### src/rtl/core/msp_ram.sv
// ----------------------------------------------------------------------------
// msp_ram
// Generic simple dual-port RAM: one write port, one read port, registered
// read data.
// ----------------------------------------------------------------------------
module msp_ram #(
  parameter int unsigned WIDTH = 8,
  parameter int unsigned DEPTH = 16,
  localparam int unsigned AW = (DEPTH > 1) ? $clog2(DEPTH) : 1
) (
  input  logic             clk_i,
  input  logic             we_i,
  input  logic [AW-1:0]    waddr_i,
  input  logic [WIDTH-1:0] wdata_i,
  input  logic             re_i,
  input  logic [AW-1:0]    raddr_i,
  output logic [WIDTH-1:0] rdata_o
);

  logic [WIDTH-1:0] mem_q [DEPTH];
  logic [WIDTH-1:0] rdata_q;

  always_ff @(posedge clk_i) begin
    if (we_i) begin
      mem_q[waddr_i] <= wdata_i;
    end
    if (re_i) begin
      rdata_q <= mem_q[raddr_i];
    end
  end

  assign rdata_o = rdata_q;

endmodule

### config.mk
export PLATFORM = sky130hd
export DESIGN_NAME = msp_ram
export DESIGN_NICKNAME = d
export VERILOG_FILES = /design/src/rtl/core/msp_ram.sv
export SDC_FILE = /design/constraint.sdc
export NUM_CORES = 1
export LEC_CHECK = 0
export BUFFER_PORTS_ARGS = -buffer_cell sky130_fd_sc_hd__buf_2
export CAP_MARGIN = 40
export CORE_MARGIN = 1.5
export CORE_UTILIZATION = 40
export DETAILED_ROUTE_END_ITERATION = 7
export GPL_ROUTABILITY_DRIVEN = 0
export GPL_TIMING_DRIVEN = 1
export PLACE_DENSITY_LB_ADDON = 0.12
export RECOVER_POWER = 50
export REMOVE_ABC_BUFFERS = 1
export SYNTH_ARGS = -nofsm -noshare
export SYNTH_HDL_FRONTEND = slang
export SYNTH_SLANG_ARGS = --single-unit
### constraint.sdc
create_clock -name clk_i -period 2.7 [get_ports clk_i]
set_input_delay 0.54 -clock clk_i [delete_from_list [all_inputs] [get_ports clk_i]]
set_output_delay 0.54 -clock clk_i [all_outputs]
set_load 0.01 [all_outputs]
Yosys cells after proc, flatten, opt, wreduce, memory -nomap -nowiden
Memories as Yosys holds them, arrays and structs flattened. A register that Yosys moved wholly into a read port is not among the register bits.
Index checks and enable logic that the tools add are counted.
Word-level totals
  register bits after elaboration: 0
  memory bits (writable): 128
  input port bits: 19
  output and inout bits: 8
  word-level logic and storage cells: 3
  memories: 1
Cells by class
  mux-type cells: 2
Memory list
  mem_q: words 16, width 8, read ports 1, clocked after memory_dff 1, write ports 1, line 20  | logic [WIDTH-1:0] mem_q [DEPTH];
Operator list (number)
  $mux 1: 2

Longest topological paths before layout
Gate-level depths: netlist of the first run.
  depth after elaboration: 2
  mapped depth: 5
  depth with buffers taken out: 3

Worst setup path before layout of the first run
No wires, ideal clock.
  path type: input port to flip-flop
  start point: input waddr_i[2]
  end point: memory mem_q[0][0], enable pin
  setup time: 383 ps
  data arrival time: 1650 ps
  data required time: 2317 ps
  path slack: 667 ps
  stages: 2
  buffers on the path: 0
  cells stage by stage: or3b_2 -> nor3_1
RTL lines
  start: declaration: line 13  | input logic [AW-1:0] waddr_i,
  end: declaration: line 20
No word-level cell before the write port.

==> results of run 1 <==
cells in the mapped netlist:
| cell | count | area share |
|---|---|---|
| nor2_1 | 13 | 0.0093 |
| nand3b_1 | 2 | 0.0029 |
| buf_4 | 1 | 0.0014 |
| nand2_1 | 9 | 0.0065 |
| and2_1 | 1 | 0.0012 |
| or3b_2 | 1 | 0.0017 |
| mux4_1 | 14 | 0.070 |
| and2b_1 | 1 | 0.0014 |
| nor2b_1 | 1 | 0.0012 |
| buf_6 | 3 | 0.0065 |
| buf_2 | 3 | 0.0029 |
| nand3_1 | 1 | 0.00096 |
| edfxtp_1 | 136 | 0.78 |
| nor3_1 | 4 | 0.0038 |
| a22oi_1 | 16 | 0.023 |
| nand2b_1 | 2 | 0.0024 |
| clkdlybuf4s25_2 | 3 | 0.0057 |
| mux4_2 | 18 | 0.078 |
kinds of logic after synthesis:
kind of cell | synth area share
buf+inv | 0.0165
compound gates | 0.0230
flops | 0.781
mux | 0.148
simple gates | 0.0314
final cells by class:
cell class / instances / share of cell area
clock buffers: 17 / 0.0688
clock inverters: 15 / 0.0182
multi-input cells: 83 / 0.171
flip-flops and latches: 136 / 0.661
well taps: 172 / 0.0348
repair buffers: 45 / 0.0462
sequential cells by signal, indices dropped and copies added (netlist names):
| name | cells |
|---|---|
| mem_q | 128 |
| rdata_o | 8 |
path summary, 6_finish.rpt:
| path | endpoint | cells after the start | start | slack (ps) |
|---|---|---|---|---|
| max reg2reg | rdata_o[5] | 3 | mem_q[1][5] | 1190 |
| max | rdata_o[4] | 5 | raddr_i[0] | 920 |
| min | mem_q[0][7] | 1 | wdata_i[7] | 640 |
| min reg2reg | rdata_o[0] | 3 | mem_q[15][0] | 750 |
report_power, final:
part           internal, uW  leakage (uW)  switching (uW)
clock network          1240      0.000261             828
registers              2380       0.00124            12.5
logic                  90.6      0.000556             131
placed cells by master (no fill, tap or decap):
cell        count
a22oi_1        16
and2_1          1
and2b_1         1
buf_12          2
buf_2          16
buf_4          17
bufinv_16       1
clkbuf_1       10
clkbuf_16      17
clkinv_1        1
clkinv_2        8
clkinv_4        1
clkinvlp_4      4
edfxtp_1      136
mux4_1         14
mux4_2         18
nand2_1         9
nand2b_1        2
nand3_1         1
nand3b_1        2
nor2_1         13
nor2b_1         1
nor3_1          4
or3b_2          1
worst max-delay path, stage by stage:
cell     delay, ps
buf_2          100
buf_12         240
mux4_1         590
a22oi_1        340
nand2_1         80
per-stage QoR:
stage / hold slack (ps) / std cells / cell area, um2 / utilization / setup slack [ps]
after CTS: 499 / 468 / 6190 / 0.489 / 945
after global routing: 660 / 468 / 6180 / 0.488 / 853
final: 639 / 468 / 6180 / 0.488 / 924
after detailed placement: 735 / 436 / 5650 / 0.446 / 500
after global placement: 738 / 436 / 5650 / 0.446 / 517
after floorplan: 639 / 219 / 5140 / - / 667
metal layers:
metal,track usage,up-vias,wire [um]
met4,0.0787,0,197
li1,-,1088,-
met1,0.228,1263,4940
met5,0,-,0
met2,0.243,62,4840
met3,0.0472,11,418
==> results.py, run 1 <==
metrics = {
    "run_status": {
        "status": "complete, no violations",
    },
    "critical_path": {
        "crit_type": "in -> reg",
        "critPathCaptureType": "flip-flop",
        "cp_max_fo": 32,
        "crit_required_ps": 2850,
        "start_kind": "primary input",
        "crit_arrival_ps": 1930,
    },
    "floorplan": {
        "die_w_um": 117,
        "ios": 27,
        "core-area_mm2": 0.0127,
        "die-area_mm2": 0.0138,
        "start_util": 0.413,
        "rows": 41,
        "die_h_um": 117,
    },
    "global_route": {
        "grt_pass1_vias": 2431,
        "antenna_found_initial": 0,
        "track_usage": 0.165,
        "grt_max_degree": 33,
        "grt_pass1_wl_um": 15700,
        "globalRoute.totalOverflow": 0,
    },
    "detailed_routing": {
        "dr.pass1.iters": 4,
        "finalWirelength_um": 10400,
        "drcViolationCount": 0,
        "ant_nets": 0,
        "viasPerCell": 5.18,
        "wl_per_cell_um": 22.2,
        "drt_iter0_drc": 170,
        "dr_total_vias": 2424,
    },
    "power": {
        "power.density_mw_per_mm2": 758,
        "cellLeakagePower_uw": 0.00205,
        "irDropWorstVdd_uv": 405,
        "power_uw": 4690,
    },
    "finish": {
        "area_delta_synth_final_pct": 18.2,
        "register_area_mm2": 0.00408,
        "multi_input_area_mm2": 0.00106,
        "antenna_cells": 0,
        "fin_nets": 302,
        "num-fill-cells": 1049,
        "drive_gt1_frac": 0.287,
    },
    "sta": {
        "tns_ps": 0,
        "max_freq_ghz": 0.563,
        "setup_violations": 0,
        "drv_slew": 0,
        "tightest_slew_ps": 775,
        "hold_viol": 0,
        "rsz0062_at_grt": "no",
        "relSlewSlack": 0.481,
        "period_needed_ps": 1780,
        "finClkSkew_ps": 7.62,
        "fin_crit_sh": 0.658,
    },
    "synth": {
        "avgSynthCellArea_um2": 22.8,
        "syn_area_mm2": 0.00523,
        "synth.distinct_cells": 18,
        "ys_warn_count": 0,
        "yosysSeqAreaShare": 0.781,
        "syn_inst": 229,
        "ys_ff_latch": 136,
    },
    "clocking": {
        "clk_latency_ps": 410,
        "clockBufferDepth": 2,
        "htree_levels": 4,
        "cts.clk_slew.worst_paths_ps": 60,
        "cts_resized": 0,
        "tritoncts": "done",
        "cts_hold_buf": 0,
        "cts_root_buffer": "clkbuf_16",
        "cts_buffers": 17,
        "clock-sinks": 136,
        "cts_setup_buffers": 0,
    },
    "placement": {
        "dp_hpwl_um": 6670,
        "io_buffers": 26,
    },
    "min_path": {
        "hold_path.class": "in -> reg",
    },
    "run": {
        "drv_cap": 0,
    },
}
(Power assumes the default switching activity.)
==> run 2, diff against run 1 <==
- clock period: 2.7 -> 1.7 ns (I/O delays scaled with it)
==> run 2 against run 1 <==
Effect of this change:
- combinational power increased by 58%
- non-clock buffer count is 5 higher
- die area unchanged
- global-route usage is 0.53 points lower
- via count up 1.1%
- count of clock-buffer cells in the layout up 3
- design area up 1.1%
- worst hold slack lost 220 ps
- power increased by 64%
- critical path depth shrank 2
==> results.py, run 2 (synthesis gave the netlist of run 1 again) <==
metrics = {
    "critical_path": {
        "rr_startpoint": "mem_q[0][5]",
        "crit_start": "mem_q[0][5]",
        "critical_path_buf_inv_count": 0,
        "crit_arrival_ps": 1720,
        "rr_worst_depth": 3,
        "path_delay_family": "multiplexers",
        "crit_end": "rdata_o[5]",
        "cp_cell_sequence": "mux4_1 -> a22oi_1 -> nand2_1",
        "cpPeakStageDelay_ps": 540,
        "cp_max_fo": 1,
        "crit_type": "reg -> reg",
        "cpMaxStageDelayCell": "mux4_1",
        "start_kind": "flip-flop",
        "crit_required_ps": 1860,
        "cp.depth": 3,
        "regToRegSetupSlack_ps": 130,
        "critPathCaptureType": "flip-flop",
        "reg2reg_to": "rdata_o[5]",
    },
    "finish": {
        "register_area_mm2": 0.00408,
        "area_delta_synth_final_pct": 19.5,
        "layout.cells.non_filler": 473,
        "mostFrequentLayoutCell": "edfxtp_1",
        "fin_nets": 307,
        "final_util": 0.493,
        "largest_reg_flops": 128,
        "fin_area_mm2": 0.00624,
        "antenna_cells": 0,
        "mostFrequentLayoutCells": "edfxtp_1 (136), buf_4 (21), mux4_2 (18), clkbuf_16 (17)",
        "drive_gt1_frac": 0.276,
        "num-fill-cells": 1052,
        "multi_input_area_mm2": 0.00106,
        "largest_register": "mem_q",
    },
    "run_status": {
        "status": "complete, no violations",
    },
    "clocking": {
        "htree_levels": 4,
        "clock-sinks": 136,
        "cts_hold_buf": 0,
        "cts.clk_slew.worst_paths_ps": 60,
        "tritoncts": "done",
        "cts_buffers": 17,
        "clockBufferDepth": 2,
        "clk_latency_ps": 410,
        "cts_setup_buffers": 0,
        "cts_resized": 0,
        "cts_root_buffer": "clkbuf_16",
    },
    "global_route": {
        "grt_pass1_wl_um": 15700,
        "globalRoute.totalOverflow": 0,
        "track_usage": 0.160,
        "grt_pass1_vias": 2542,
        "grt_max_degree": 20,
        "antenna_found_initial": 0,
    },
    "sta": {
        "fin_crit_sh": 0.922,
        "drv_slew": 0,
        "rsz0062_at_grt": "no",
        "relSlewSlack": 0.490,
        "tns_ps": 0,
        "tightest_slew_ps": 764,
        "hold_viol": 0,
        "setup_violations": 0,
        "hold_slack_ps": 422,
        "finClkSkew_ps": 5.02,
        "max_freq_ghz": 0.638,
        "period_needed_ps": 1570,
    },
    "power": {
        "cellLeakagePower_uw": 0.00209,
        "irDropWorstVdd_uv": 661,
        "swShare": 0.193,
        "power_frac_seq": 0.495,
        "p_switching_uw": 1490,
        "internal_power_uw": 6200,
        "power.density_mw_per_mm2": 1230,
        "p_comb_frac": 0.046,
        "clock_power_share": 0.460,
    },
    "min_path": {
        "hold_path.class": "in -> reg",
        "hold_depth": 1,
        "hp-start": "re_i",
    },
    "floorplan": {
        "rows": 41,
        "die-area_mm2": 0.0138,
        "core-area_mm2": 0.0127,
        "start_util": 0.413,
        "die_w_um": 117,
        "ios": 27,
        "die_h_um": 117,
    },
    "detailed_routing": {
        "drcViolationCount": 0,
        "dr_total_vias": 2450,
        "finalWirelength_um": 10200,
        "wl_per_cell_um": 21.6,
        "dr.pass1.iters": 5,
        "drt_iter0_drc": 150,
        "ant_nets": 0,
        "viasPerCell": 5.18,
    },
    "placement": {
        "dp_hpwl_um": 6580,
        "io_buffers": 26,
        "post-place-cells": 441,
        "place_area_mm2": 0.00569,
    },
    "run": {
        "drv_cap": 0,
    },
}
-- run 2: cell count changes in the layout (fill, tap and decap cells not counted) --
cell / previous run / this run
buf_4: 17 / 21
bufinv_16: 1 / 3
clkbuf_1: 10 / 14
clkinv_1: 1 / 4
clkinv_2: 8 / 4
clkinv_4: 1 / 0
clkinvlp_4: 4 / 1
-- run 2: power by group through the flow --
stage	sequential, uW	combinational [uW]	clock [uW]
after CTS	3800	364	3600
after global routing	3800	386	3740
after floorplan	3870	151	0
after detailed placement	3870	363	0
final	3800	350	3530
after global placement	3870	361	0
-- run 2: through the flow --
step | setup WS [ps] | total power (uW)
2_1_floorplan | -133 | 4020
3_3_place_gp | -261 | 4230
3_5_place_dp | -253 | 4230
4_1_cts | 133 | 7760
5_1_grt | 73.2 | 7930
6_report | 133 | 7680
-- run 2: worst min path at each step --
stage / end / slack (ps)
CTS: rdata_o[6] / 290
global placement: rdata_o[0] / 730
finish: rdata_o[6] / 420
global route: rdata_o[6] / 440
floorplan: mem_q[0][0] / 440
detailed placement: rdata_o[4] / 720
-- run 2: routing by layer --
metal  routed length [um]  global-route usage  vias to the layer above
met1                 4790               0.220                     1274
met2                 4790               0.244                       66
met4                  194              0.0694                        0
li1                     -                   -                     1095
met5                    0                   0                        -
met3                  440              0.0404                       15
-- run 2: final cells by class --
cell class | count | share of cell area
clock buffer | 20 | 0.0699
timing repair buffer | 50 | 0.0511
tap | 172 | 0.0345
multi-input combinational | 83 | 0.169
sequential | 136 | 0.654
clock inverter | 12 | 0.0212
