===== src/rtl/core/msp_pkg.sv =====
// ----------------------------------------------------------------------------
// msp_pkg
// Shared types and constants of the motion sequence player: commands,
// table entry layout and per-channel state layout.
// ----------------------------------------------------------------------------
package msp_pkg;

  // command codes
  localparam logic [1:0] CMD_TICK  = 2'd0;
  localparam logic [1:0] CMD_WRITE = 2'd1;
  localparam logic [1:0] CMD_SET   = 2'd2;

  // table codes of a write
  localparam logic [1:0] TABLE_A = 2'd0;
  localparam logic [1:0] TABLE_B = 2'd1;
  localparam logic [1:0] TABLE_C = 2'd2;

  // selection code for an idle channel
  localparam logic [1:0] SEL_NONE = 2'd0;

  localparam int unsigned NUM_TABLES = 3;

  // step index covers the largest table size plus the one-past-end hold value
  localparam int unsigned STEP_W = 9;

  typedef struct packed {
    logic [15:0] time_val;
    logic [15:0] angle;
    logic        is_end;
  } entry_t;

  typedef struct packed {
    logic [1:0]        sel;
    logic              single;
    logic [STEP_W-1:0] step;
    logic [31:0]       count;
    logic [15:0]       angle;
  } chan_t;

  localparam int unsigned ENTRY_W = $bits(entry_t);
  localparam int unsigned CHAN_W  = $bits(chan_t);

endpackage


===== src/rtl/core/msp_chan_upd.sv =====
// ----------------------------------------------------------------------------
// msp_chan_upd
// Per-tick update of one channel: idle clear, end-of-table hold, tick
// counting against the step length, step advance or wrap, and single-shot stop.
// ----------------------------------------------------------------------------
module msp_chan_upd #(
  parameter int unsigned STEPS = 128
) (
  input  msp_pkg::chan_t  chan_i,
  input  msp_pkg::entry_t entry_i,
  input  logic [15:0]     len_i,
  output msp_pkg::chan_t  chan_o,
  output logic            running_o,
  output logic            active_o
);
  import msp_pkg::*;

  logic [31:0] cnt_inc;
  logic        in_range;

  assign cnt_inc   = chan_i.count + 32'd1;
  assign in_range  = chan_i.step < STEP_W'(STEPS);
  assign running_o = chan_i.sel != SEL_NONE;
  assign active_o  = running_o && in_range;

  always_comb begin
    chan_o = chan_i;
    if (!running_o) begin
      chan_o.step = '0;
    end else if (in_range) begin
      chan_o.angle = entry_i.angle;
      if (cnt_inc >= {16'd0, len_i}) begin
        chan_o.count = '0;
        if (entry_i.is_end) begin
          chan_o.step = '0;
          if (chan_i.single) begin
            chan_o.sel = SEL_NONE;
          end
        end else begin
          chan_o.step = chan_i.step + STEP_W'(1);
        end
      end else begin
        chan_o.count = cnt_inc;
      end
    end
  end

endmodule


===== config.mk =====
export PLATFORM = sky130hd
export DESIGN_NAME = msp_chan_upd
export DESIGN_NICKNAME = d
export VERILOG_FILES = /design/src/rtl/core/msp_pkg.sv /design/src/rtl/core/msp_chan_upd.sv
export SDC_FILE = /design/constraint.sdc
export NUM_CORES = 1
export LEC_CHECK = 0
export BUFFER_PORTS_ARGS = -buffer_cell sky130_fd_sc_hd__buf_2
export CAP_MARGIN = 20
export CORE_MARGIN = 2
export CORE_UTILIZATION = 45
export DETAILED_ROUTE_END_ITERATION = 8
export PLACE_DENSITY = 0.94
export SLEW_MARGIN = 20
export SYNTH_ARGS = -nofsm -noshare
export SYNTH_HDL_FRONTEND = slang
export SYNTH_SLANG_ARGS = --single-unit

===== constraint.sdc =====
create_clock -name vclk -period 6.8
set_input_delay 0.34 -clock vclk [all_inputs]
set_output_delay 0.34 -clock vclk [all_outputs]
set_load 0.05 [all_outputs]

# == Word-level counts from Yosys, hierarchy flattened ==
# Cells that the tools add are included.
# W data, S select, Z words.
# totals
reg_bits,0
input_bits,109
output_inout_bits,62
wordCells,17
# op_classes
add_sub_neg,2
order_cmp,2
muxes,11
n_reduce_logical,2
# ops
cell,count
$mux W57,1
$mux W48,1
$add A32 B1 Y32 const B,1
$ge A32 B16 Y1,1
$mux W32,1
$mux W9,3
$mux W2,5
$add A9 B1 Y9 const B,1
$lt A9 B8 Y1 const B,1
$reduce_bool A2 Y1,1
$logic_and A1 B1 Y1,1

# == Logic depth before layout (Yosys ltp) ==
# Gate-level depths: netlist of the first run.
# depth
ltp_word,5
ltp_mapped,15

# == Worst setup path before layout of the first run ==
# Ideal clock, no wire load.
# synth_path
path_kind,input-to-output
from,input port chan_i[21] in the netlist's numbering
to,output port chan_o[55] in the netlist's numbering
t_arrival_ns,4.104
required_ns,6.460
slack_ns,2.356
stages,14
path_cell_list,buf_2 > and4_1 > and4_1 > buf_2 > and3_1 > xor2_1 > ha_1 > nand4_1 > nor2_1 > o221ai_1 > a31o_2 > nand4b_4 > nor2_1 > o41ai_1
# synth_rtl
element,line,text
start: declaration,msp_chan_upd.sv:9,"input msp_pkg::chan_t chan_i,"
end: declaration,msp_chan_upd.sv:12,"output msp_pkg::chan_t chan_o,"

==> results_dict.tcl, run 1 <==
set metrics [dict create \
    arrival_ns 4.12 \
    wl_per_cell_um 14.2 \
    grt-ovfl-total 0 \
    layout.cells.non_filler 526 \
    drtIter0Drc 207 \
    syn_area_per_cell_um2 6.19 \
    relSlewSlack 0.360 \
    netlist_area_mm2 0.00208 \
    num_vias 3086 \
    seq_area_um2 0 \
    cp.required_ns 6.46 \
    yosysSeqAreaShare 0 \
    fin_nets 603 \
    yosys-top-cells-area "nand2_1 (13%), ha_1 (11%), a22o_1 (5.5%)" \
    cts.hold.buffers_added 0 \
    io_buffers 155 \
    setup_viol 0 \
    rsz0062_at_grt "no" \
    syn_nets 463 \
    grt_max_degree 38 \
    slowest_stage "nor3_2" \
    seq_cells 0 \
    synthAdderAreaFrac 0.108 \
    dp_slack_ns 2.35 \
    crit_path_cell_trace "buf_2 > and4_1 > and4_1 > nand3_1 > xnor2_1 > ha_1 > a21o_1 > a21oi_1 > nor2b_1 > a2111o_1 > nand4b_4 > nor3_2 > a22o_1 > buf_2" \
    track_usage 0.271 \
    core_area_mm2 0.00441 \
    die-height_um 72 \
    antenna_found_initial 0 \
    boundaryPins 171 \
    hp-class "in2out" \
    synth_top_area_frac 0.128 \
    clock_buffers 0 \
    synth_top_family_by_area "simple AND/OR/NAND/NOR gates" \
    grt_pass1_wl_um 11800 \
    p_total_uw 253 \
    cp-end-kind "output port" \
    rows 24 \
    dp_cells 526 \
    num_antenna_cells 0 \
    powerDensity_mw_per_mm2 88.9 \
    tightest_slew_ns 0.954 \
    yosysWarnings 0 \
    startpoint_type "primary input" \
    cts_setup_buffers 0 \
    hold_depth 2 \
    drive_above_1_share 0.350 \
    hpwl_um 6030 \
    synthXorXnorAreaFrac 0.0716 \
    dieArea_mm2 0.00518 \
    synthSimpleGateAreaFrac 0.505 \
    vdd_ir_drop_max_mv 0.0394 \
    ant_nets 0 \
    grt_pass1_vias 2789 \
    cpPeakStageDelay_ns 0.72 \
    drt-total-wl_um 7470 \
    setup_ws_ns 2.34 \
    viasPerCell 5.87 \
    drc 0 \
    gp_congestion 0.926 \
    period_needed_ns 4.46 \
    synth_compound_area_frac 0.229 \
    leakagePower_nw 1.53 \
    final_cell_mix "buf_2 (155), nand2_1 (70), nor2_1 (23), inv_1 (22), nand3_1 (20)" \
    start_util 0.471 \
    fill_cells 413 \
    postCtsResizedCells 0 \
    chipWidth_um 72 \
    first_pass_iters 6 \
    max_cap_viol_count 0 \
    finalMaxSlewViolations 0 \
    area_growth_pct 36.6 \
    ys_types 59 \
    synth.area.mux_share 0.00481 \
    netlist_instances 336 \
    synth_area_leader_cell "nand2_1" \
    crit_type "in2out" \
    tns_ns 0 \
    outcome "finished clean" \
    worst-path-max-fanout 13 \
    finalHoldViolCount 0 \
    max_freq_mhz 224 \
    layout_commonest_cell "buf_2" \
    finalCritPeriodShare 0.656 \
]
## synth_stat cells (3+ instances only)
| library cell | number |
|---|---|
| buf_2 | 5 |
| a21oi_1 | 11 |
| nand3_1 | 20 |
| nor2b_1 | 18 |
| nor3_1 | 7 |
| and4_1 | 5 |
| nand3b_1 | 3 |
| buf_4 | 3 |
| nand4_1 | 18 |
| a31oi_1 | 7 |
| o21ai_0 | 5 |
| a22o_1 | 13 |
| nor2_1 | 23 |
| nor4b_1 | 4 |
| ha_1 | 18 |
| xor2_1 | 4 |
| nand2_1 | 71 |
| and3_1 | 6 |
| nor4_1 | 3 |
| inv_1 | 22 |
| o211ai_1 | 3 |
| or3_1 | 3 |
| a311o_1 | 3 |
| xnor2_1 | 13 |
| clkbuf_1 | 9 |
## kinds of logic after synthesis
logic type / after synthesis
AOI/OAI and AO/OA: 63
xor gates and xnor gates: 17
adders and majority gates: 18
buffers and inverters: 41
muxes: 1
and+or+nand+nor: 196
## area by class of cell
| class | count | area [µm²] | share of cell area |
|---|---|---|---|
| inverters | 24 | 90.1 | 0.0317 |
| well taps | 52 | 65.1 | 0.0229 |
| multi-input cells | 295 | 1910 | 0.673 |
| repair buffers | 155 | 776 | 0.273 |
## worst max-delay path, delay by kind of cell
kind / cells / cell delay (ns)
adders and majority gates: 1 / 0.28
and+or+nand+nor: 6 / 1.87
AOI/OAI and AO/OA: 4 / 0.96
buffers and inverters: 2 / 0.44
xor gates and xnor gates: 1 / 0.21
## worst paths after layout
path                        from    endpoint  slack (ns)
worst max-delay path  chan_i[21]  chan_o[22]        2.34
worst min-delay path  chan_i[57]  chan_o[57]        0.99
## metal layers
metal  global-route usage  vias to the layer above  share of wire
li1                     -                     1508              -
met1                0.317                     1388           0.39
met2                0.509                      170           0.50
met3               0.0375                       20          0.089
met4               0.0776                        0          0.021
met5                    0                        -              0
## power by group
group | switching, mW | internal, mW | leakage (nW) | total [mW]
registers | 0 | 0 | 0 | 0
clock network | 0 | 0 | 0 | 0
logic | 0.177 | 0.0755 | 1.53 | 0.253
## metrics by stage
step	util	hold slack, ns	instance area, µm²
2_1_floorplan	-	0.847	2080
3_3_place_gp	0.643	0.992	2840
5_1_grt	0.644	1.00	2840
3_5_place_dp	0.643	0.995	2840
6_report	0.644	0.994	2840
4_1_cts	0.643	0.995	2840
(Power assumes the default switching activity.)
==> run 2, diff against run 1 <==
--- a/config.mk
+++ b/config.mk
@@ -8,9 +8,9 @@
 export BUFFER_PORTS_ARGS = -buffer_cell sky130_fd_sc_hd__buf_2
 export CAP_MARGIN = 20
 export CORE_MARGIN = 2
-export CORE_UTILIZATION = 45
+export CORE_UTILIZATION = 41
 export DETAILED_ROUTE_END_ITERATION = 8
-export PLACE_DENSITY = 0.94
+export PLACE_DENSITY = 0.87
 export SLEW_MARGIN = 20
 export SYNTH_ARGS = -nofsm -noshare
 export SYNTH_HDL_FRONTEND = slang
==> constraint.sdc (replaced) <==
create_clock -name vclk -period 4.6
set_input_delay 0.23 -clock vclk [all_inputs]
set_output_delay 0.23 -clock vclk [all_outputs]
set_load 0.05 [all_outputs]
==> run 2 against run 1 <==
- critical path depth is 1 higher
- final area grew 1.4%
- wire length down 3.8%
- core utilization decreased by 4.6 points
- sequential cell count stayed put
- final cell count increased by 3.4%
- power up 47%
- first-iteration DRC count is 32% lower
- non-clock buffer count grew 3
- via count down 2.5%
- critical endpoint is now chan_o[21]
- largest power group unchanged
- highest routed layer unchanged
==> results_dict.tcl, run 2 (synthesized netlist as in run 1, its figures left out) <==
set metrics [dict create \
    cts.hold.buffers_added 0 \
    layout.cells.non_filler 544 \
    hp-class "in2out" \
    seq_cells 0 \
    vdd_ir_drop_max_mv 0.0638 \
    fin_nets 606 \
    cp_num_buf_inv 3 \
    clock_buffers 0 \
    antenna_found_initial 0 \
    slowest_stage "and4_1" \
    final_cell_mix "buf_2 (155), nand2_1 (71), nor2_1 (23), inv_1 (22), nand3_1 (20)" \
    drc 0 \
    outcome "finished clean" \
    seq_area_um2 0 \
    tns_ns 0 \
    wl_per_cell_um 13.2 \
    drtIter0Drc 141 \
    io_buffers 155 \
    cpPeakStageDelay_ns 0.43 \
    crit_path_cell_trace "buf_2 > and4_1 > and4_1 > nand3_1 > xnor2_1 > ha_1 > a21o_1 > a21oi_1 > nor2b_1 > a2111o_1 > nand4b_4 > nor3_2 > buf_4 > a22o_1 > buf_2" \
    leakagePower_nw 1.54 \
    drt-total-wl_um 7190 \
    grt-ovfl-total 0 \
    powerDensity_mw_per_mm2 129 \
    crit_type "in2out" \
    grt_pass1_wl_um 11000 \
    cp.required_ns 4.37 \
    dieArea_mm2 0.00566 \
    setup_viol 0 \
    grt_max_degree 38 \
    core_area_mm2 0.00482 \
    die-height_um 75.2 \
    finalCritPeriodShare 0.881 \
    postCtsResizedCells 0 \
    fin_util 0.598 \
    ant_nets 0 \
    dp_cells 544 \
    layout_commonest_cell "buf_2" \
    area_growth_pct 38.5 \
    relSlewSlack 0.370 \
    rsz0062_at_grt "no" \
    chipWidth_um 75.2 \
    fill_cells 510 \
    num_antenna_cells 0 \
    start_util 0.432 \
    gp_congestion 0.801 \
    period_needed_ns 4.05 \
    cts_setup_buffers 0 \
    grt_pass1_vias 2602 \
    num_vias 3008 \
    finalMaxSlewViolations 0 \
    hpwl_um 5860 \
    track_usage 0.237 \
    max_cap_viol_count 0 \
    cp-end-kind "output port" \
    drive_above_1_share 0.352 \
    finalHoldViolCount 0 \
    tightest_slew_ns 0.939 \
    startpoint_type "primary input" \
    cp_top_family "simple AND/OR/NAND/NOR gates" \
    whs_ns 0.779 \
    max_freq_mhz 247 \
    boundaryPins 171 \
    rows 25 \
    worst-path-max-fanout 9 \
    arrival_ns 3.82 \
    viasPerCell 5.53 \
    first_pass_iters 4 \
]
-- run 2: cell count changes in the layout (fill, tap and decap cells not counted) --
| cell | change |
|---|---|
| buf_4 | +3 |
| nand2_1 | +1 |
| nand2_2 | -1 |
-- run 2: final cells by class --
class              instances  area [µm²]  share of cell area
multi-input cells        295        1910               0.663
repair buffers           158         798               0.277
inverters                 24        90.1              0.0313
well taps                 67        83.8              0.0291
-- run 2: routing by layer --
| layer | track usage | vias to the layer above | wire length, µm |
|---|---|---|---|
| met5 | 0 | - | 0 |
| met4 | 0.0136 | 0 | 37 |
| met3 | 0.0120 | 4 | 575 |
| met2 | 0.477 | 134 | 3630 |
| met1 | 0.287 | 1356 | 2950 |
| li1 | - | 1514 | - |
-- run 2: worst paths after layout --
kind              startpoint  cells past startpoint          to
setup / recovery  chan_i[21]                     15  chan_o[21]
hold / removal    chan_i[57]                      2  chan_o[57]
-- run 2: where the power goes --
part           total, mW  switching [mW]  internal, mW
Clock                  0               0             0
Sequential             0               0             0
Combinational      0.371           0.260         0.112
-- run 2: metrics by stage --
step	total power, mW	worst slack, ns	instance area (µm²)
2_1_floorplan	0.259	0.376	2080
3_3_place_gp	0.364	0.595	2880
3_5_place_dp	0.370	0.578	2880
4_1_cts	0.372	0.535	2880
5_1_grt	0.399	0.231	2880
6_report	0.371	0.546	2880
